`src/rtl/kvt_pkg.sv`:
```
`default_nettype none
// ----------------------------------------------------------------------------
// kvt_pkg
// Shared types and constants for the key/value text lookup block.
// ----------------------------------------------------------------------------
package kvt_pkg;

    // configuration register indexes
    localparam int CFG_IDX_W = 2;
    localparam logic [CFG_IDX_W-1:0] CFG_KEY_CHARS  = 2'd0;
    localparam logic [CFG_IDX_W-1:0] CFG_KEY_LENGTH = 2'd1;
    localparam logic [CFG_IDX_W-1:0] CFG_SCAN_LIMIT = 2'd2;

    localparam logic [15:0] SCAN_LIMIT_RESET = 16'd256;

    // widest value length a job can carry (store depth is at most 64)
    localparam int JOB_LEN_W = 7;

    // characters
    localparam logic [7:0] CH_EQUALS  = 8'h3d;
    localparam logic [7:0] CH_NEWLINE = 8'h0a;
    localparam logic [7:0] CH_NUL     = 8'h00;
    localparam logic [7:0] CH_UPPER_A = 8'd65;
    localparam logic [7:0] CH_UPPER_Z = 8'd90;
    localparam logic [7:0] CH_LOWER_A = 8'd97;
    localparam logic [7:0] CH_LOWER_Z = 8'd122;
    localparam logic [7:0] CASE_BIT   = 8'd32;

    // result job handed from the parser to the emitter
    typedef struct packed {
        logic                 not_found;
        logic                 truncated;
        logic [JOB_LEN_W-1:0] emit;
    } job_t;

    // value store write request (entry index travels beside it)
    typedef struct packed {
        logic       en;
        logic       bank;
        logic [7:0] data;
    } store_wr_t;

endpackage
`default_nettype wire

```
`src/rtl/kvt_front.sv`:
```
`default_nettype none
// ----------------------------------------------------------------------------
// kvt_front
// Text parser: key compare, value capture into the store, job generation.
// ----------------------------------------------------------------------------
module kvt_front #(
    parameter int KEY_BYTES   = 8,
    parameter int VALUE_DEPTH = 32
) (
    input  wire logic                                   aclk,
    input  wire logic                                   aresetn,
    input  wire logic                                   cfg_wr_en,
    input  wire logic [kvt_pkg::CFG_IDX_W-1:0]          cfg_index,
    input  wire logic [63:0]                            cfg_wr_data,
    input  wire logic [7:0]                             s_text_byte,
    input  wire logic                                   s_first,
    input  wire logic                                   s_valid,
    output logic                                        s_ready,
    input  wire logic                                   q_full,
    input  wire logic                                   q_wr_bank,
    output logic                                        job_push,
    output kvt_pkg::job_t                               job,
    output kvt_pkg::store_wr_t                          st_wr,
    output logic [((VALUE_DEPTH > 1) ? $clog2(VALUE_DEPTH) : 1)-1:0] st_wr_idx
);
    import kvt_pkg::*;

    localparam int IDX_W = (VALUE_DEPTH > 1) ? $clog2(VALUE_DEPTH) : 1;
    localparam int CNT_W = $clog2(VALUE_DEPTH + 3);

    typedef enum logic [1:0] {
        PH_SEEK,
        PH_SKIP,
        PH_CAPTURE
    } phase_t;

    // configuration
    logic [63:0] key_chars_reg;
    logic [3:0]  key_length_reg;
    logic [15:0] scan_limit_reg;

    // parser state
    logic [15:0]      pos_reg, pos_next, pos_e;
    phase_t           phase_reg, phase_next, phase_e;
    logic [3:0]       kc_reg, kc_next, kc_e;
    logic             mis_reg, mis_next, mis_e;
    logic [CNT_W-1:0] vc_reg, vc_next, vc_e;
    logic             fin_reg, fin_next, fin_e;

    logic             accept;
    logic             is_letter;
    logic [7:0]       key_byte;
    logic             char_ok;
    logic [CNT_W-1:0] len;
    logic             trunc;

    assign s_ready = !q_full;
    assign accept  = s_valid && s_ready;

    // configuration writes
    always_ff @(posedge aclk) begin
        if (!aresetn) begin
            key_chars_reg  <= '0;
            key_length_reg <= '0;
            scan_limit_reg <= SCAN_LIMIT_RESET;
        end else if (cfg_wr_en) begin
            case (cfg_index)
                CFG_KEY_CHARS:  key_chars_reg  <= cfg_wr_data;
                CFG_KEY_LENGTH: key_length_reg <= cfg_wr_data[3:0];
                CFG_SCAN_LIMIT: scan_limit_reg <= cfg_wr_data[15:0];
                default: ;
            endcase
        end
    end

    // state seen by this byte, after a possible restart
    always_comb begin
        pos_e   = s_first ? '0 : pos_reg;
        phase_e = s_first ? PH_SEEK : phase_reg;
        kc_e    = s_first ? '0 : kc_reg;
        mis_e   = s_first ? 1'b0 : mis_reg;
        vc_e    = s_first ? '0 : vc_reg;
        fin_e   = s_first ? 1'b0 : fin_reg;
    end

    // case-insensitive character compare
    always_comb begin
        is_letter = (s_text_byte >= CH_UPPER_A && s_text_byte <= CH_UPPER_Z) ||
                    (s_text_byte >= CH_LOWER_A && s_text_byte <= CH_LOWER_Z);
        key_byte  = (kc_e < 4'(KEY_BYTES)) ? key_chars_reg[{kc_e[2:0], 3'b000} +: 8] : 8'h00;
        char_ok   = (s_text_byte == key_byte) ||
                    (is_letter && ((s_text_byte ^ CASE_BIT) == key_byte));
    end

    // value length without the dropped final byte
    always_comb begin
        len   = (vc_e != '0) ? vc_e - CNT_W'(1) : '0;
        trunc = len > CNT_W'(VALUE_DEPTH);
    end

    // byte handling
    always_comb begin
        pos_next   = pos_reg;
        phase_next = phase_reg;
        kc_next    = kc_reg;
        mis_next   = mis_reg;
        vc_next    = vc_reg;
        fin_next   = fin_reg;
        job_push   = 1'b0;
        job        = '0;
        st_wr      = '0;
        st_wr_idx  = IDX_W'(vc_e);
        st_wr.bank = q_wr_bank;
        st_wr.data = s_text_byte;
        if (accept) begin
            pos_next   = pos_e;
            phase_next = phase_e;
            kc_next    = kc_e;
            mis_next   = mis_e;
            vc_next    = vc_e;
            fin_next   = fin_e;
            if (!fin_e) begin
                if (pos_e >= scan_limit_reg || s_text_byte == CH_NUL) begin
                    job_push      = 1'b1;
                    job.not_found = 1'b1;
                    fin_next      = 1'b1;
                end else begin
                    case (phase_e)
                        PH_CAPTURE: begin
                            if (s_text_byte == CH_NEWLINE) begin
                                job_push      = 1'b1;
                                job.truncated = trunc;
                                job.emit      = trunc ? JOB_LEN_W'(VALUE_DEPTH)
                                                      : JOB_LEN_W'(len);
                                fin_next      = 1'b1;
                            end else begin
                                if (vc_e < CNT_W'(VALUE_DEPTH))
                                    st_wr.en = 1'b1;
                                if (vc_e < CNT_W'(VALUE_DEPTH + 2))
                                    vc_next = vc_e + CNT_W'(1);
                            end
                        end
                        PH_SKIP: begin
                            if (s_text_byte == CH_NEWLINE) begin
                                phase_next = PH_SEEK;
                                kc_next    = '0;
                                mis_next   = 1'b0;
                            end
                        end
                        default: begin
                            if (s_text_byte == CH_EQUALS) begin
                                phase_next = (!mis_e && kc_e == key_length_reg) ?
                                             PH_CAPTURE : PH_SKIP;
                                vc_next    = '0;
                            end else begin
                                if (kc_e >= key_length_reg || !char_ok)
                                    mis_next = 1'b1;
                                if (kc_e != 4'hf)
                                    kc_next = kc_e + 4'd1;
                            end
                        end
                    endcase
                    if (pos_e != 16'hffff)
                        pos_next = pos_e + 16'd1;
                end
            end
        end
    end

    // parser state registers
    always_ff @(posedge aclk) begin
        if (!aresetn) begin
            pos_reg   <= '0;
            phase_reg <= PH_SEEK;
            kc_reg    <= '0;
            mis_reg   <= 1'b0;
            vc_reg    <= '0;
            fin_reg   <= 1'b0;
        end else begin
            pos_reg   <= pos_next;
            phase_reg <= phase_next;
            kc_reg    <= kc_next;
            mis_reg   <= mis_next;
            vc_reg    <= vc_next;
            fin_reg   <= fin_next;
        end
    end

endmodule
`default_nettype wire

```
`src/rtl/kvt_queue.sv`:
```
`default_nettype none
// ----------------------------------------------------------------------------
// kvt_queue
// Two-entry job queue; entry slot i owns value store bank i.
// ----------------------------------------------------------------------------
module kvt_queue (
    input  wire logic           aclk,
    input  wire logic           aresetn,
    input  wire logic           push,
    input  wire kvt_pkg::job_t  job_in,
    input  wire logic           pop,
    output kvt_pkg::job_t       job_out,
    output logic                q_valid,
    output logic                q_full,
    output logic                wr_ptr,
    output logic                rd_ptr
);
    import kvt_pkg::*;

    job_t       entry_reg [2];
    logic       wr_ptr_reg, wr_ptr_next;
    logic       rd_ptr_reg, rd_ptr_next;
    logic [1:0] count_reg, count_next;

    assign wr_ptr  = wr_ptr_reg;
    assign rd_ptr  = rd_ptr_reg;
    assign q_valid = count_reg != 2'd0;
    assign q_full  = count_reg == 2'd2;
    assign job_out = entry_reg[rd_ptr_reg];

    // pointer and fill count update
    always_comb begin
        wr_ptr_next = wr_ptr_reg ^ push;
        rd_ptr_next = rd_ptr_reg ^ pop;
        count_next  = count_reg + 2'(push) - 2'(pop);
    end

    always_ff @(posedge aclk) begin
        if (!aresetn) begin
            wr_ptr_reg <= 1'b0;
            rd_ptr_reg <= 1'b0;
            count_reg  <= '0;
        end else begin
            wr_ptr_reg <= wr_ptr_next;
            rd_ptr_reg <= rd_ptr_next;
            count_reg  <= count_next;
        end
    end

    // job storage
    always_ff @(posedge aclk) begin
        if (push)
            entry_reg[wr_ptr_reg] <= job_in;
    end

endmodule
`default_nettype wire

```
`src/rtl/kvt_back.sv`:
```
`default_nettype none
// ----------------------------------------------------------------------------
// kvt_back
// Result emitter: two-bank value store, registered read, output register.
// ----------------------------------------------------------------------------
module kvt_back #(
    parameter int VALUE_DEPTH = 32
) (
    input  wire logic                                   aclk,
    input  wire logic                                   aresetn,
    input  wire kvt_pkg::store_wr_t                     st_wr,
    input  wire logic [((VALUE_DEPTH > 1) ? $clog2(VALUE_DEPTH) : 1)-1:0] st_wr_idx,
    input  wire kvt_pkg::job_t                          job,
    input  wire logic                                   q_valid,
    input  wire logic                                   q_rd_bank,
    output logic                                        job_pop,
    output logic                                        m_status,
    output logic [7:0]                                  m_value_byte,
    output logic                                        m_byte_valid,
    output logic                                        m_truncated,
    output logic                                        m_last,
    output logic                                        m_valid,
    input  wire logic                                   m_ready
);
    import kvt_pkg::*;

    localparam int IDX_W  = (VALUE_DEPTH > 1) ? $clog2(VALUE_DEPTH) : 1;
    localparam int ADDR_W = $clog2(2 * VALUE_DEPTH);

    logic [7:0]       mem [2 * VALUE_DEPTH];
    logic [7:0]       rd_data_reg;
    logic [ADDR_W-1:0] wr_addr, rd_addr;

    logic [IDX_W-1:0] idx_reg, idx_next;
    logic             s1_valid_reg;
    logic             s1_status_reg, s1_bvalid_reg, s1_trunc_reg, s1_last_reg;
    logic             out_free, s1_adv, issue, issue_read;
    logic             it_status, it_bvalid, it_last;
    logic             m_valid_reg;

    // bank offsets
    assign wr_addr = st_wr.bank ? ADDR_W'(VALUE_DEPTH) + ADDR_W'(st_wr_idx)
                                : ADDR_W'(st_wr_idx);
    assign rd_addr = q_rd_bank ? ADDR_W'(VALUE_DEPTH) + ADDR_W'(idx_reg)
                               : ADDR_W'(idx_reg);

    // pipeline advance
    assign out_free = !m_valid_reg || m_ready;
    assign s1_adv   = s1_valid_reg && out_free;
    assign issue    = q_valid && (!s1_valid_reg || out_free);

    // next item of the head job
    always_comb begin
        it_status  = job.not_found;
        it_bvalid  = 1'b0;
        it_last    = 1'b1;
        issue_read = 1'b0;
        idx_next   = idx_reg;
        if (!job.not_found && job.emit != '0) begin
            it_bvalid = 1'b1;
            it_last   = (JOB_LEN_W'(idx_reg) + JOB_LEN_W'(1)) == job.emit;
            issue_read = issue;
        end
        if (issue)
            idx_next = it_last ? '0 : idx_reg + IDX_W'(1);
        job_pop = issue && it_last;
    end

    // value store
    always_ff @(posedge aclk) begin
        if (st_wr.en)
            mem[wr_addr] <= st_wr.data;
        if (issue_read)
            rd_data_reg <= mem[rd_addr];
    end

    // control registers
    always_ff @(posedge aclk) begin
        if (!aresetn) begin
            idx_reg      <= '0;
            s1_valid_reg <= 1'b0;
            m_valid_reg  <= 1'b0;
        end else begin
            idx_reg <= idx_next;
            if (issue)
                s1_valid_reg <= 1'b1;
            else if (s1_adv)
                s1_valid_reg <= 1'b0;
            if (s1_adv)
                m_valid_reg <= 1'b1;
            else if (m_ready)
                m_valid_reg <= 1'b0;
        end
    end

    // item payload through read stage and output register
    always_ff @(posedge aclk) begin
        if (issue) begin
            s1_status_reg <= it_status;
            s1_bvalid_reg <= it_bvalid;
            s1_trunc_reg  <= job.truncated;
            s1_last_reg   <= it_last;
        end
        if (s1_adv) begin
            m_status     <= s1_status_reg;
            m_byte_valid <= s1_bvalid_reg;
            m_truncated  <= s1_trunc_reg;
            m_last       <= s1_last_reg;
            m_value_byte <= s1_bvalid_reg ? rd_data_reg : 8'h00;
        end
    end

    assign m_valid = m_valid_reg;

endmodule
`default_nettype wire

```
`src/rtl/key_value_text_lookup.sv`:
```
`default_nettype none
// ----------------------------------------------------------------------------
// key_value_text_lookup
// Finds the value of a configured key in a key=value byte stream.
// ----------------------------------------------------------------------------
//  channel  | direction | transfers
//  s_*      | in        | one text byte per transaction (s_text_byte, s_first)
//  m_*      | out       | one result item per transaction (status, value byte, flags)
//  cfg_*    | in        | register write, no response
//
// Input bytes are taken one per cycle while s_ready is high and parsed in that cycle.
// A found value leaves one byte per cycle while m_ready is high, after its newline
// byte, passing through the queue, store read and output register.
// Two finished lookups may be pending; the value store has one bank per
// pending lookup, and s_ready drops while both are taken.
// Reset is synchronous; the store needs no clearing pass.
// ----------------------------------------------------------------------------
module key_value_text_lookup #(
    parameter int KEY_BYTES   = 8,
    parameter int VALUE_DEPTH = 32
) (
    input  wire logic                          aclk,
    input  wire logic                          aresetn,
    input  wire logic                          cfg_wr_en,
    input  wire logic [kvt_pkg::CFG_IDX_W-1:0] cfg_index,
    input  wire logic [63:0]                   cfg_wr_data,
    input  wire logic [7:0]                    s_text_byte,
    input  wire logic                          s_first,
    input  wire logic                          s_valid,
    output logic                               s_ready,
    output logic                               m_status,
    output logic [7:0]                         m_value_byte,
    output logic                               m_byte_valid,
    output logic                               m_truncated,
    output logic                               m_last,
    output logic                               m_valid,
    input  wire logic                          m_ready
);
    import kvt_pkg::*;

    localparam int IDX_W = (VALUE_DEPTH > 1) ? $clog2(VALUE_DEPTH) : 1;

    job_t             job_in, job_head;
    store_wr_t        st_wr;
    logic [IDX_W-1:0] st_wr_idx;
    logic             job_push, job_pop;
    logic             q_valid, q_full, wr_ptr, rd_ptr;

    // parser
    kvt_front #(
        .KEY_BYTES   (KEY_BYTES),
        .VALUE_DEPTH (VALUE_DEPTH)
    ) u_front (
        .aclk        (aclk),
        .aresetn     (aresetn),
        .cfg_wr_en   (cfg_wr_en),
        .cfg_index   (cfg_index),
        .cfg_wr_data (cfg_wr_data),
        .s_text_byte (s_text_byte),
        .s_first     (s_first),
        .s_valid     (s_valid),
        .s_ready     (s_ready),
        .q_full      (q_full),
        .q_wr_bank   (wr_ptr),
        .job_push    (job_push),
        .job         (job_in),
        .st_wr       (st_wr),
        .st_wr_idx   (st_wr_idx)
    );

    // job queue
    kvt_queue u_queue (
        .aclk    (aclk),
        .aresetn (aresetn),
        .push    (job_push),
        .job_in  (job_in),
        .pop     (job_pop),
        .job_out (job_head),
        .q_valid (q_valid),
        .q_full  (q_full),
        .wr_ptr  (wr_ptr),
        .rd_ptr  (rd_ptr)
    );

    // emitter
    kvt_back #(
        .VALUE_DEPTH (VALUE_DEPTH)
    ) u_back (
        .aclk         (aclk),
        .aresetn      (aresetn),
        .st_wr        (st_wr),
        .st_wr_idx    (st_wr_idx),
        .job          (job_head),
        .q_valid      (q_valid),
        .q_rd_bank    (rd_ptr),
        .job_pop      (job_pop),
        .m_status     (m_status),
        .m_value_byte (m_value_byte),
        .m_byte_valid (m_byte_valid),
        .m_truncated  (m_truncated),
        .m_last       (m_last),
        .m_valid      (m_valid),
        .m_ready      (m_ready)
    );

endmodule
`default_nettype wire

```
`config.mk`:
```
export PLATFORM = sky130hd
export DESIGN_NAME = key_value_text_lookup
export DESIGN_NICKNAME = d
export VERILOG_FILES = /design/src/rtl/kvt_pkg.sv /design/src/rtl/kvt_front.sv /design/src/rtl/kvt_queue.sv /design/src/rtl/kvt_back.sv /design/src/rtl/key_value_text_lookup.sv
export SDC_FILE = /design/constraint.sdc
export NUM_CORES = 1
export LEC_CHECK = 0
export BUFFER_PORTS_ARGS = -buffer_cell sky130_fd_sc_hd__buf_2
export CAP_MARGIN = 20
export CORE_MARGIN = 5
export CORE_UTILIZATION = 55
export DETAILED_ROUTE_END_ITERATION = 10
export PLACE_DENSITY = 0.72
export SLEW_MARGIN = 20
export SYNTH_ARGS = -nofsm -noshare
export SYNTH_HDL_FRONTEND = slang
export SYNTH_SLANG_ARGS = --single-unit
```
`constraint.sdc`:
```
create_clock -name aclk -period 8.36 [get_ports aclk]
set_input_delay 2.09 -clock aclk [delete_from_list [all_inputs] [get_ports aclk]]
set_output_delay 2.09 -clock aclk [all_outputs]
set_load 0.02 [all_outputs]
```
==> results of run 1 <==
routing by layer:
metal,routed length [µm],share of wire (%)
met1,27600,39
met2,34000,48
met3,7160,10
met4,2330,3.3
met5,54,0.076
power by group through the flow:
stage                     clock, mW  sequential [mW]  combinational [mW]
after CTS                      3.23             3.76               0.641
after global placement            0             3.83               0.626
after global routing           3.39             3.76               0.688
final                          3.19             3.76               0.639
after detailed placement          0             3.83               0.636
after floorplan                   0             3.80               0.456
layout make-up:
| class | count | area (µm²) | share of cell area (%) |
|---|---|---|---|
| inverter | 37 | 140 | 0.434 |
| tap | 680 | 851 | 2.64 |
| timing repair buffer | 184 | 1160 | 3.60 |
| clock inverter | 39 | 434 | 1.35 |
| clock buffer | 88 | 1940 | 6.03 |
| sequential | 678 | 19100 | 59.2 |
| multi-input combinational | 994 | 8620 | 26.7 |
cells in the mapped netlist (10+ instances only):
cell and count:
sky130_fd_sc_hd__edfxtp_1 552, sky130_fd_sc_hd__nand2_1 241, sky130_fd_sc_hd__mux4_2 171, sky130_fd_sc_hd__dfxtp_1 126, sky130_fd_sc_hd__a21oi_1 113, sky130_fd_sc_hd__nor2_1 67, sky130_fd_sc_hd__clkbuf_1 64, sky130_fd_sc_hd__nor4_1 42
sky130_fd_sc_hd__nor3_1 39, sky130_fd_sc_hd__nand3_1 36, sky130_fd_sc_hd__inv_1 34, sky130_fd_sc_hd__mux2i_1 34, sky130_fd_sc_hd__ha_1 31, sky130_fd_sc_hd__nor2b_1 26, sky130_fd_sc_hd__buf_2 24, sky130_fd_sc_hd__o21ai_0 18
sky130_fd_sc_hd__nand4_1 16, sky130_fd_sc_hd__buf_1 14, sky130_fd_sc_hd__xnor2_1 14, sky130_fd_sc_hd__and2_1 12, sky130_fd_sc_hd__xor2_1 10
cells by family after synthesis:
logic type	count (synthesis)
xor gates and xnor gates	24
adders and majority gates	32
and+or+nand+nor	523
AOI/OAI and AO/OA	203
DFF	678
buffers and inverters	150
muxes	212
worst min path at each step:
| stage | endpoint | slack (ps) | cells after the start |
|---|---|---|---|
| 4_1_cts | u_back.m_truncated | 430 | 0 |
| 3_5_place_dp | u_back.m_truncated | 420 | 0 |
| 2_1_floorplan | u_back.m_last | 400 | 0 |
| 3_3_place_gp | u_back.m_truncated | 410 | 0 |
| 5_1_grt | u_back.m_last | 430 | 0 |
| 6_report | u_back.m_truncated | 420 | 0 |
per-stage QoR:
stage	util (%)	total power, mW	setup WS [ps]
floorplan	-	4.25	2020
global placement	58.4	4.45	2010
detailed placement	58.4	4.47	1870
CTS	63.0	7.63	2470
global route	63.0	7.84	2170
finish	63.0	7.59	2380
==> qor.log, run 1 <==
INFO  logic_synthesis synth-adder-area-share=1.40%
INFO  logic_synthesis yosysSeqAreaShare=67.4%
INFO  grt            gr-usage-met1=35.0%
INFO  power_and_ir_drop p_leak=10.4nW
INFO  routing        detail_route.wirelength=71,200µm
INFO  critical_path  path_class=primary input to flop
INFO  logic_synthesis mappedNetlistArea=28,300µm²
INFO  power_and_ir_drop power_density=235nW/µm²
INFO  clock_network  cts.clk_slew.worst_paths=60ps
INFO  die            die_y=237µm
INFO  placement      post-place-cells=2,573
INFO  logic_synthesis yosysTopAreaCellShare=58.5%
INFO  critical_path  regToRegEndpoint=u_back.mem[47][0]
INFO  clock_network  total_clock_buffers_created_by_cts=70
INFO  sta            final_period_minus_worst_setup_slack=5980ps
INFO  die            core-area=51,200µm²
INFO  critical_path  crit_path_cell_trace=buf_2, buf_4, nor2b_1, ha_1, a21o_1, a21o_1, a211oi_2, o211ai_1, and2_1, nor2_8, nand4_4, nor3_1
INFO  logic_synthesis number_of_distinct_library_cells_after_synthesis=72
INFO  clock_network  cts_setup_buffers=0
INFO  critical_path  critical_path.startpoint_type=primary input
INFO  routing        wl_per_cell=26.4µm
INFO  cells_and_area layout_common_cells=552 x sky130_fd_sc_hd__edfxtp_1, 241 x sky130_fd_sc_hd__nand2_1, 171 x sky130_fd_sc_hd__mux4_2, 123 x sky130_fd_sc_hd__dfxtp_1, 113 x sky130_fd_sc_hd__a21oi_1
INFO  logic_synthesis asyncSetResetFlopFracSynth=0%
INFO  power_and_ir_drop power_frac_seq=49.5%
INFO  hold_path      hold_path_origin=u_back.s1_trunc_reg
INFO  cells_and_area finish.net_count=2,076
INFO  sta            totalNegativeSetupSlack=0ps
INFO  sta            fin_hold_viols=0
INFO  sta            skew_final=24.3ps
INFO  sta            report.final.setup_viol=0
INFO  critical_path  critical_path_cell_count=12
INFO  critical_path  cp_slowest_cell=sky130_fd_sc_hd__nor3_1
INFO  cells_and_area antenna-diode-count=0
INFO  clock_network  tritoncts_num_sinks=678
INFO  logic_synthesis syn_avg_cell_area=15.6µm²
INFO  placement      postPlaceCellArea=29,900µm²
INFO  power_and_ir_drop p_int=5.89mW
INFO  grt            met3_usage=6.92%
INFO  outcome        run_status=finished clean
INFO  die            floorplan.initialDensity=55.4%
INFO  logic_synthesis synth_top_area_cell=sky130_fd_sc_hd__edfxtp_1
INFO  logic_synthesis synth_edf_count=552
INFO  critical_path  cp-startpoint=s_first
INFO  die            num_rows=83
INFO  grt            antenna_violations_before_repair=4
INFO  critical_path  max_stage_delay=1100ps
INFO  critical_path  worstRegToRegCells=10
INFO  power_and_ir_drop share_comb_of_total_power=8.4%
INFO  routing        drt_first_iter_violations=2,003
INFO  power_and_ir_drop netSwitchingFraction=22.4%
INFO  power_and_ir_drop switchingPower=1.70mW
INFO  sta            final-max-slew-violation-count=0
INFO  cells_and_area drive_gt1_share=24.4%
INFO  power_and_ir_drop clock_power_share=42.0%
INFO  clock_network  maximum_count_of_clock_buffers_along_a_single_path=3
INFO  sta            worst_pin_slew=1120ps
INFO  placement      io_buffer_count=93
INFO  logic_synthesis synth.area.mux_share=15.1%
INFO  critical_path  critical-path-top-cell-by-count=sky130_fd_sc_hd__a21o_1
INFO  sta            timing.fmax=167MHz
INFO  logic_synthesis synth-xor-area-share=0.741%
INFO  clock_network  postCtsHoldBufs=0
INFO  logic_synthesis mappedNetlistNets=1,933
INFO  die            die-area=56,200µm²
INFO  sta            grt_setup_unrepaired=false
INFO  clock_network  cts_tree=done
INFO  cells_and_area area_growth=13.8%
INFO  logic_synthesis synth_seq_cells=678
INFO  die            ioPinCount=94
INFO  clock_network  clkLatencyLatePin=600ps
INFO  placement      dpl.hpwl=43,900µm
INFO  sta            worst_hold_slack=425ps
INFO  logic_synthesis ys_top_cells_by_area=sky130_fd_sc_hd__edfxtp_1 58%, sky130_fd_sc_hd__mux4_2 14%, sky130_fd_sc_hd__dfxtp_1 8.9%
INFO  sta            timing.slew.headroom=24.6%
INFO  hold_path      timing.hold.worst.class=flop to flop
INFO  power_and_ir_drop peakVddDrop=0.145mV
INFO  grt            grt.overflow.total=0
INFO  placement      globalplace.congestion=0.863
INFO  clock_network  ctsResizeCount=0
INFO  die            die_width=237µm
INFO  routing        dr.pass1.iters=6
INFO  logic_synthesis synth_simple_gate_area_share=8.78%
INFO  critical_path  worstPathMaxFanout=31
INFO  run            max_cap_viols=0
INFO  grt            largest_net_degree_at_the_start_of_global_routing=98
INFO  critical_path  crit_arrival=6180ps
INFO  routing        final_antenna_net_count=0
INFO  routing        drc=0
INFO  grt            grt_pass1_wl=107,000µm
INFO  sta            layout_worst_path_cycle_share=71.6%
INFO  logic_synthesis ys_warn_count=0
INFO  logic_synthesis synth-compound-area-share=4.36%
INFO  critical_path  worstReg2RegStart=u_front.pos_reg[9]
INFO  grt            grt_pass1_vias=16,900
INFO  critical_path  endpoint_kind=flop
INFO  critical_path  critPathRequiredTime=8560ps
INFO  cells_and_area final_design_area_no_fill=32,300µm²
INFO  logic_synthesis dominant_combinational_cell_family_by_area_after_synthesis=multiplexers
INFO  logic_synthesis main_flop_type_after_synthesis=sky130_fd_sc_hd__edfxtp_1
INFO  cells_and_area final_common_cell=sky130_fd_sc_hd__edfxtp_1
INFO  routing        vias=17,000
INFO  logic_synthesis netlist_instances=1,822
INFO  cells_and_area fillers=3,595
INFO  routing        post_drt_via_cell_ratio=6.29
INFO  clock_network  root_buffer=sky130_fd_sc_hd__clkbuf_16
INFO  grt            grt-busiest-layer=met2
INFO  cells_and_area max_ffs_per_register=512
INFO  critical_path  reg2reg_slack=4150ps
INFO  critical_path  worst_path_dominant_cell_family=simple AND/OR/NAND/NOR gates
INFO  grt            use_met2=40.0%
INFO  critical_path  crit_path_end=u_back.mem[47][0]
INFO  critical_path  crit_buf_inv=2
INFO  grt            all_layer_gr_usage=25.3%
INFO  cells_and_area final_cell_count_no_fill=2,700
INFO  clock_network  clock_tree.htree_level_count=3
No activity file was read; power rests on OpenSTA's default activity.
==> run 2, diff against run 1 <==
Settings changed: ABC_AREA set to 1.
Clock period 8.36 ns to 6.1 ns, I/O delays scaled along.
==> qor.log, run 2 <==
INFO  clock_network  cts.clk_slew.worst_paths=60ps
INFO  power_and_ir_drop power_density=336nW/µm²
INFO  clock_network  postCtsHoldBufs=0
INFO  critical_path  regToRegEndpoint=u_queue.count_reg[1]
INFO  grt            all_layer_gr_usage=26.3%
INFO  sta            fin_hold_viols=0
INFO  clock_network  total_clock_buffers_created_by_cts=69
INFO  clock_network  cts_tree=done
INFO  logic_synthesis main_flop_type_after_synthesis=sky130_fd_sc_hd__edfxtp_1
INFO  die            core-area=51,200µm²
INFO  logic_synthesis ys_top_cells_by_area=sky130_fd_sc_hd__edfxtp_1 58%, sky130_fd_sc_hd__dfxtp_1 8.9%, sky130_fd_sc_hd__a21oi_1 6.1%
INFO  clock_network  tritoncts_num_sinks=678
INFO  logic_synthesis mappedNetlistNets=2,672
INFO  sta            skew_final=25.0ps
INFO  hold_path      worstHoldPathCells=0
INFO  logic_synthesis yosysSeqAreaShare=67.4%
INFO  placement      io_buffer_count=93
INFO  sta            grt_setup_unrepaired=false
INFO  logic_synthesis yosysTopAreaCellShare=58.5%
INFO  cells_and_area final_design_area_no_fill=31,500µm²
INFO  power_and_ir_drop p_int=7.85mW
INFO  cells_and_area fillers=3,954
INFO  routing        final_antenna_net_count=0
INFO  critical_path  crit_path_end=u_back.mem[1][2]
INFO  critical_path  path_class=primary input to flop
INFO  power_and_ir_drop p_leak=11.2nW
INFO  run            max_cap_viols=0
INFO  sta            layout_worst_path_cycle_share=73.8%
INFO  logic_synthesis asyncSetResetFlopFracSynth=0%
INFO  outcome        run_status=finished clean
INFO  grt            antenna_violations_before_repair=0
INFO  routing        dr.pass1.iters=6
INFO  clock_network  root_buffer=sky130_fd_sc_hd__clkbuf_16
INFO  logic_synthesis synth_edf_count=552
INFO  cells_and_area drive_gt1_share=10.4%
INFO  sta            report.final.setup_viol=0
INFO  routing        detail_route.wirelength=75,700µm
INFO  routing        drt_first_iter_violations=2,293
INFO  sta            final-max-slew-violation-count=0
INFO  routing        vias=20,500
INFO  die            num_rows=83
INFO  critical_path  endpoint_kind=flop
INFO  sta            timing.fmax=222MHz
INFO  cells_and_area area_growth=11.3%
INFO  logic_synthesis synth_top_area_cell=sky130_fd_sc_hd__edfxtp_1
INFO  critical_path  critical_path.startpoint_type=primary input
INFO  cells_and_area layout.area.seq=19,100µm²
INFO  logic_synthesis syn_avg_cell_area=11.1µm²
INFO  grt            grt_pass1_wl=115,000µm
INFO  logic_synthesis mappedNetlistArea=28,300µm²
INFO  cells_and_area antenna-diode-count=0
INFO  logic_synthesis synthMostInstantiatedCell=sky130_fd_sc_hd__edfxtp_1
INFO  routing        drc=0
INFO  cells_and_area final_cell_count_no_fill=3,339
INFO  logic_synthesis number_of_distinct_library_cells_after_synthesis=46
INFO  routing        post_drt_via_cell_ratio=6.15
INFO  placement      dpl.hpwl=47,100µm
INFO  grt            grt.overflow.total=0
INFO  sta            timing.slew.headroom=32.9%
INFO  grt            grt_pass1_vias=19,500
INFO  logic_synthesis ys_warn_count=0
INFO  critical_path  crit_arrival=4730ps
INFO  cells_and_area multi_input_area=8010µm²
INFO  power_and_ir_drop clock_power_share=38.5%
INFO  clock_network  maximum_count_of_clock_buffers_along_a_single_path=3
INFO  critical_path  cp-startpoint=s_first
INFO  critical_path  worstPathMaxFanout=27
INFO  critical_path  worstRegToRegCells=15
INFO  sta            totalNegativeSetupSlack=0ps
INFO  clock_network  ctsResizeCount=0
INFO  cells_and_area final_common_cell=sky130_fd_sc_hd__edfxtp_1
INFO  die            ioPinCount=94
INFO  clock_network  cts_setup_buffers=0
INFO  cells_and_area finish.net_count=2,716
INFO  critical_path  critPathRequiredTime=6330ps
INFO  power_and_ir_drop share_comb_of_total_power=11.7%
INFO  cells_and_area max_ffs_per_register=512
INFO  power_and_ir_drop netSwitchingFraction=25.9%
INFO  power_and_ir_drop switchingPower=2.75mW
INFO  sta            layout_setup_ws=1600ps
INFO  die            die_y=237µm
INFO  clock_network  clock_tree.htree_level_count=3
INFO  grt            largest_net_degree_at_the_start_of_global_routing=108
INFO  logic_synthesis post_synth_most_frequent_cells=552 x sky130_fd_sc_hd__edfxtp_1, 384 x sky130_fd_sc_hd__nand2_1, 346 x sky130_fd_sc_hd__a21oi_1
INFO  die            die_width=237µm
INFO  routing        wl_per_cell=22.7µm
INFO  hold_path      timing.hold.worst.class=flop to flop
INFO  placement      dpl_worst_slack=1050ps
INFO  placement      postPlaceCellArea=29,300µm²
INFO  cells_and_area layout_common_cells=552 x sky130_fd_sc_hd__edfxtp_1, 381 x sky130_fd_sc_hd__nand2_1, 346 x sky130_fd_sc_hd__a21oi_1, 237 x sky130_fd_sc_hd__nor2_1, 191 x sky130_fd_sc_hd__o21ai_0
INFO  die            die-area=56,200µm²
INFO  sta            final_period_minus_worst_setup_slack=4500ps
INFO  clock_network  clkLatencyLatePin=610ps
INFO  cells_and_area layout.core_utilization=61.6%
INFO  placement      globalplace.congestion=0.919
INFO  critical_path  reg2reg_slack=2210ps
INFO  sta            worst_pin_slew=1000ps
INFO  power_and_ir_drop power_frac_seq=49.8%
INFO  placement      post-place-cells=3,213
INFO  critical_path  worstReg2RegStart=u_back.idx_reg[0]
INFO  logic_synthesis netlist_instances=2,561
INFO  power_and_ir_drop peakVddDrop=0.228mV
INFO  die            floorplan.initialDensity=55.4%
INFO  logic_synthesis synth_seq_cells=678
-- run 2: how the worst min path moves through the flow --
stage,start,endpoint,slack [ps]
CTS,u_back.s1_last_reg,u_back.m_last,430
floorplan,u_back.s1_last_reg,u_back.m_last,400
global placement,u_back.s1_last_reg,u_back.m_last,420
detailed placement,u_back.s1_last_reg,u_back.m_last,410
finish,u_back.s1_last_reg,u_back.m_last,430
global route,u_back.s1_last_reg,u_back.m_last,450
-- run 2: cell families after synthesis --
family | count (synthesis) | synth area share (%)
adder cells (fa/ha/maj) | 31 | 1.37
AO/OA/AOI/OAI | 690 | 14.1
AND/OR/NAND/NOR | 826 | 12.3
multiplexers | 5 | 0.190
flip-flops | 678 | 67.4
XOR/XNOR | 10 | 0.309
buffers and inverters | 321 | 4.43
-- run 2: per-stage QoR --
stage	total power [mW]	hold slack, ps
2_1_floorplan	6.13	400
3_3_place_gp	6.56	420
3_5_place_dp	6.59	411
4_1_cts	10.6	431
5_1_grt	11.0	446
6_report	10.6	435
-- run 2: final cells by class --
type	count	area share, %
multi-input cells	1562	25.4
repair buffers	129	2.40
well taps	680	2.70
flip-flops and latches	678	60.6
clock buffers	84	5.92
clock inverters	41	1.05
inverters	165	1.98
-- run 2: metal layers --
| layer | up-vias | global-route usage (%) | share of wire (%) |
|---|---|---|---|
| met1 | 9841 | 36.1 | 39 |
| met2 | 1171 | 42.8 | 48 |
| met5 | - | 0 | 0 |
| li1 | 9336 | - | - |
| met3 | 193 | 5.04 | 9.1 |
| met4 | 0 | 8.68 | 3.6 |
-- run 2: power by group through the flow --
stage          clock network, mW  registers (mW)  logic (mW)
2_1_floorplan                  0            5.29       0.837
3_3_place_gp                   0            5.37        1.19
3_5_place_dp                   0            5.37        1.22
4_1_cts                     4.13            5.28        1.22
5_1_grt                     4.33            5.29        1.37
6_report                    4.08            5.28        1.24
-- run 2: critical path: stages --
cell and delay, ps:
sky130_fd_sc_hd__buf_2 110, sky130_fd_sc_hd__inv_2 390, sky130_fd_sc_hd__nand2_1 170, sky130_fd_sc_hd__inv_1 110, sky130_fd_sc_hd__ha_1 250, sky130_fd_sc_hd__a21oi_1 140
sky130_fd_sc_hd__o21ai_0 90, sky130_fd_sc_hd__a21oi_1 230, sky130_fd_sc_hd__nand4_4 220, sky130_fd_sc_hd__nor2_4 160, sky130_fd_sc_hd__nand2_2 150, sky130_fd_sc_hd__inv_2 240
sky130_fd_sc_hd__nand3_2 280, sky130_fd_sc_hd__nor2_1 640
==> run 3, diff against run 2 <==
Clock period 6.1 ns to 4.3 ns, I/O delays scaled along.
==> qor.log, run 3 (synthesis results as in run 2) <==
INFO  cells_and_area area_growth=13.2%
INFO  placement      post-place-cells=3,281
INFO  clock_network  maximum_count_of_clock_buffers_along_a_single_path=3
INFO  cells_and_area layout_common_cells=552 x sky130_fd_sc_hd__edfxtp_1, 382 x sky130_fd_sc_hd__nand2_1, 346 x sky130_fd_sc_hd__a21oi_1, 238 x sky130_fd_sc_hd__nor2_1, 191 x sky130_fd_sc_hd__o21ai_0
INFO  critical_path  path_class=flop to flop
INFO  sta            final-max-slew-violation-count=0
INFO  critical_path  worstPathMaxFanout=58
INFO  power_and_ir_drop power_frac_seq=49.0%
INFO  cells_and_area drive_gt1_share=12.5%
INFO  hold_path      timing.hold.worst.class=flop to flop
INFO  die            num_rows=83
INFO  sta            worst_hold_slack=418ps
INFO  routing        route.top_layer_used=met4
INFO  grt            grt_pass1_vias=20,100
INFO  grt            largest_net_degree_at_the_start_of_global_routing=131
INFO  die            die-area=56,200µm²
INFO  routing        met1Wirelength=29,900µm
INFO  sta            fin_hold_viols=0
INFO  cells_and_area finish.net_count=2,783
INFO  cells_and_area final_cell_count_no_fill=3,407
INFO  sta            grt_setup_unrepaired=false
INFO  sta            totalNegativeSetupSlack=0ps
INFO  die            die_width=237µm
INFO  power_and_ir_drop peakVddDrop=0.336mV
INFO  power_and_ir_drop switchingPower=3.93mW
INFO  hold_path      hold_path_origin=u_back.s1_trunc_reg
INFO  clock_network  postCtsHoldBufs=0
INFO  grt            grt.overflow.total=0
INFO  die            ioPinCount=94
INFO  clock_network  clock_tree.htree_level_count=3
INFO  routing        vias=20,900
INFO  die            floorplan.initialDensity=55.4%
INFO  power_and_ir_drop share_comb_of_total_power=12.1%
INFO  grt            all_layer_gr_usage=26.8%
INFO  routing        post_drt_via_cell_ratio=6.12
INFO  clock_network  cts_tree=done
INFO  run            max_cap_viols=0
INFO  power_and_ir_drop netSwitchingFraction=25.9%
INFO  sta            timing.fmax=273MHz
INFO  sta            report.final.setup_viol=0
INFO  sta            skew_final=31.0ps
INFO  routing        met2WireLength=37,100µm
INFO  routing        drt_first_iter_violations=2,751
INFO  critical_path  crit_arrival=4200ps
INFO  sta            layout_worst_path_cycle_share=85.1%
INFO  sta            layout_setup_ws=641ps
INFO  routing        drc=0
INFO  placement      globalplace.congestion=0.934
INFO  power_and_ir_drop p_leak=11.6nW
INFO  critical_path  worstReg2RegStart=u_back.idx_reg[0]
INFO  cells_and_area final_design_area_no_fill=32,100µm²
INFO  clock_network  clkLatencyLatePin=620ps
INFO  grt            antenna_violations_before_repair=4
INFO  critical_path  worstRegToRegCells=15
INFO  die            die_y=237µm
INFO  clock_network  root_buffer=sky130_fd_sc_hd__clkbuf_16
INFO  cells_and_area final_common_cell=sky130_fd_sc_hd__edfxtp_1
INFO  routing        final_antenna_net_count=0
INFO  clock_network  tritoncts_num_sinks=678
INFO  clock_network  cts_setup_buffers=0
INFO  cells_and_area max_ffs_per_register=512
INFO  critical_path  regToRegEndpoint=u_queue.count_reg[1]
INFO  power_and_ir_drop p_int=11.3mW
INFO  critical_path  endpoint_kind=flop
INFO  placement      io_buffer_count=93
INFO  placement      dpl_worst_slack=147ps
INFO  critical_path  critical_path.startpoint_type=flop
INFO  sta            timing.slew.headroom=26.1%
INFO  power_and_ir_drop power_density=474nW/µm²
INFO  critical_path  reg2reg_slack=640ps
INFO  outcome        run_status=finished clean
INFO  cells_and_area fillers=3,930
INFO  critical_path  critPathRequiredTime=4840ps
INFO  sta            final_period_minus_worst_setup_slack=3660ps
INFO  clock_network  total_clock_buffers_created_by_cts=69
INFO  placement      postPlaceCellArea=29,900µm²
INFO  sta            worst_pin_slew=1110ps
INFO  routing        wl_per_cell=22.6µm
INFO  grt            grt_pass1_wl=116,000µm
INFO  clock_network  ctsResizeCount=0
INFO  die            core-area=51,200µm²
INFO  routing        met3RoutedLength=6930µm
INFO  critical_path  crit_path_end=u_queue.count_reg[1]
INFO  placement      dpl.hpwl=48,200µm
INFO  clock_network  cts.clk_slew.worst_paths=60ps
INFO  routing        dr.pass1.iters=8
INFO  critical_path  cp-startpoint=u_back.idx_reg[0]
INFO  power_and_ir_drop clock_power_share=38.9%
INFO  routing        detail_route.wirelength=77,100µm
[run 3: cell type report]
| type | instances | area [µm²] | area share [%] |
|---|---|---|---|
| tap | 680 | 851 | 2.65 |
| inverter | 165 | 622 | 1.94 |
| multi-input combinational | 1562 | 8010 | 25.0 |
| antenna | 3 | 7.51 | 0.0234 |
| timing repair buffer | 196 | 1260 | 3.94 |
| clock inverter | 30 | 304 | 0.948 |
| sequential | 678 | 19100 | 59.6 |
| clock buffer | 93 | 1920 | 5.98 |
[run 3: through the flow]
step | util, % | total power [mW]
2_1_floorplan | - | 8.69
3_3_place_gp | 58.3 | 9.35
3_5_place_dp | 58.3 | 9.39
4_1_cts | 62.6 | 15.2
5_1_grt | 62.7 | 15.8
6_report | 62.7 | 15.2
[run 3: power groups by stage]
stage          clock network [mW]  registers, mW  logic [mW]
2_1_floorplan                   0           7.51        1.19
4_1_cts                      5.97           7.45        1.81
3_5_place_dp                    0           7.59        1.80
3_3_place_gp                    0           7.58        1.77
5_1_grt                      6.26           7.47        2.02
6_report                     5.91           7.46        1.83
[run 3: worst min path at each step]
stage / endpoint / slack (ps) / cells after the start
floorplan: u_back.m_last / 400 / 0
detailed placement: u_back.m_status / 420 / 0
global route: u_back.m_truncated / 440 / 0
global placement: u_back.m_last / 410 / 0
CTS: u_back.m_truncated / 420 / 0
finish: u_back.m_truncated / 420 / 0
[run 3: layer usage]
layer | global-route usage [%] | up-vias
li1 | - | 9456
met1 | 35.8 | 10100
met2 | 44.2 | 1096
met3 | 5.11 | 227
met4 | 9.92 | 0
met5 | 0 | -
[run 3: critical path, cell delays in order (launching register included)]
cell	delay (ps)
sky130_fd_sc_hd__dfxtp_4	770
sky130_fd_sc_hd__nand2_4	570
sky130_fd_sc_hd__o21ai_0	410
sky130_fd_sc_hd__nand2_1	100
sky130_fd_sc_hd__xnor2_1	140
sky130_fd_sc_hd__nor3_1	200
sky130_fd_sc_hd__nand2_1	110
sky130_fd_sc_hd__nand2_1	100
sky130_fd_sc_hd__nand2_1	140
sky130_fd_sc_hd__inv_1	110
sky130_fd_sc_hd__ha_1	230
sky130_fd_sc_hd__inv_1	60
sky130_fd_sc_hd__ha_1	170
sky130_fd_sc_hd__xor2_1	210
sky130_fd_sc_hd__o21ai_0	110
sky130_fd_sc_hd__a21oi_1	120
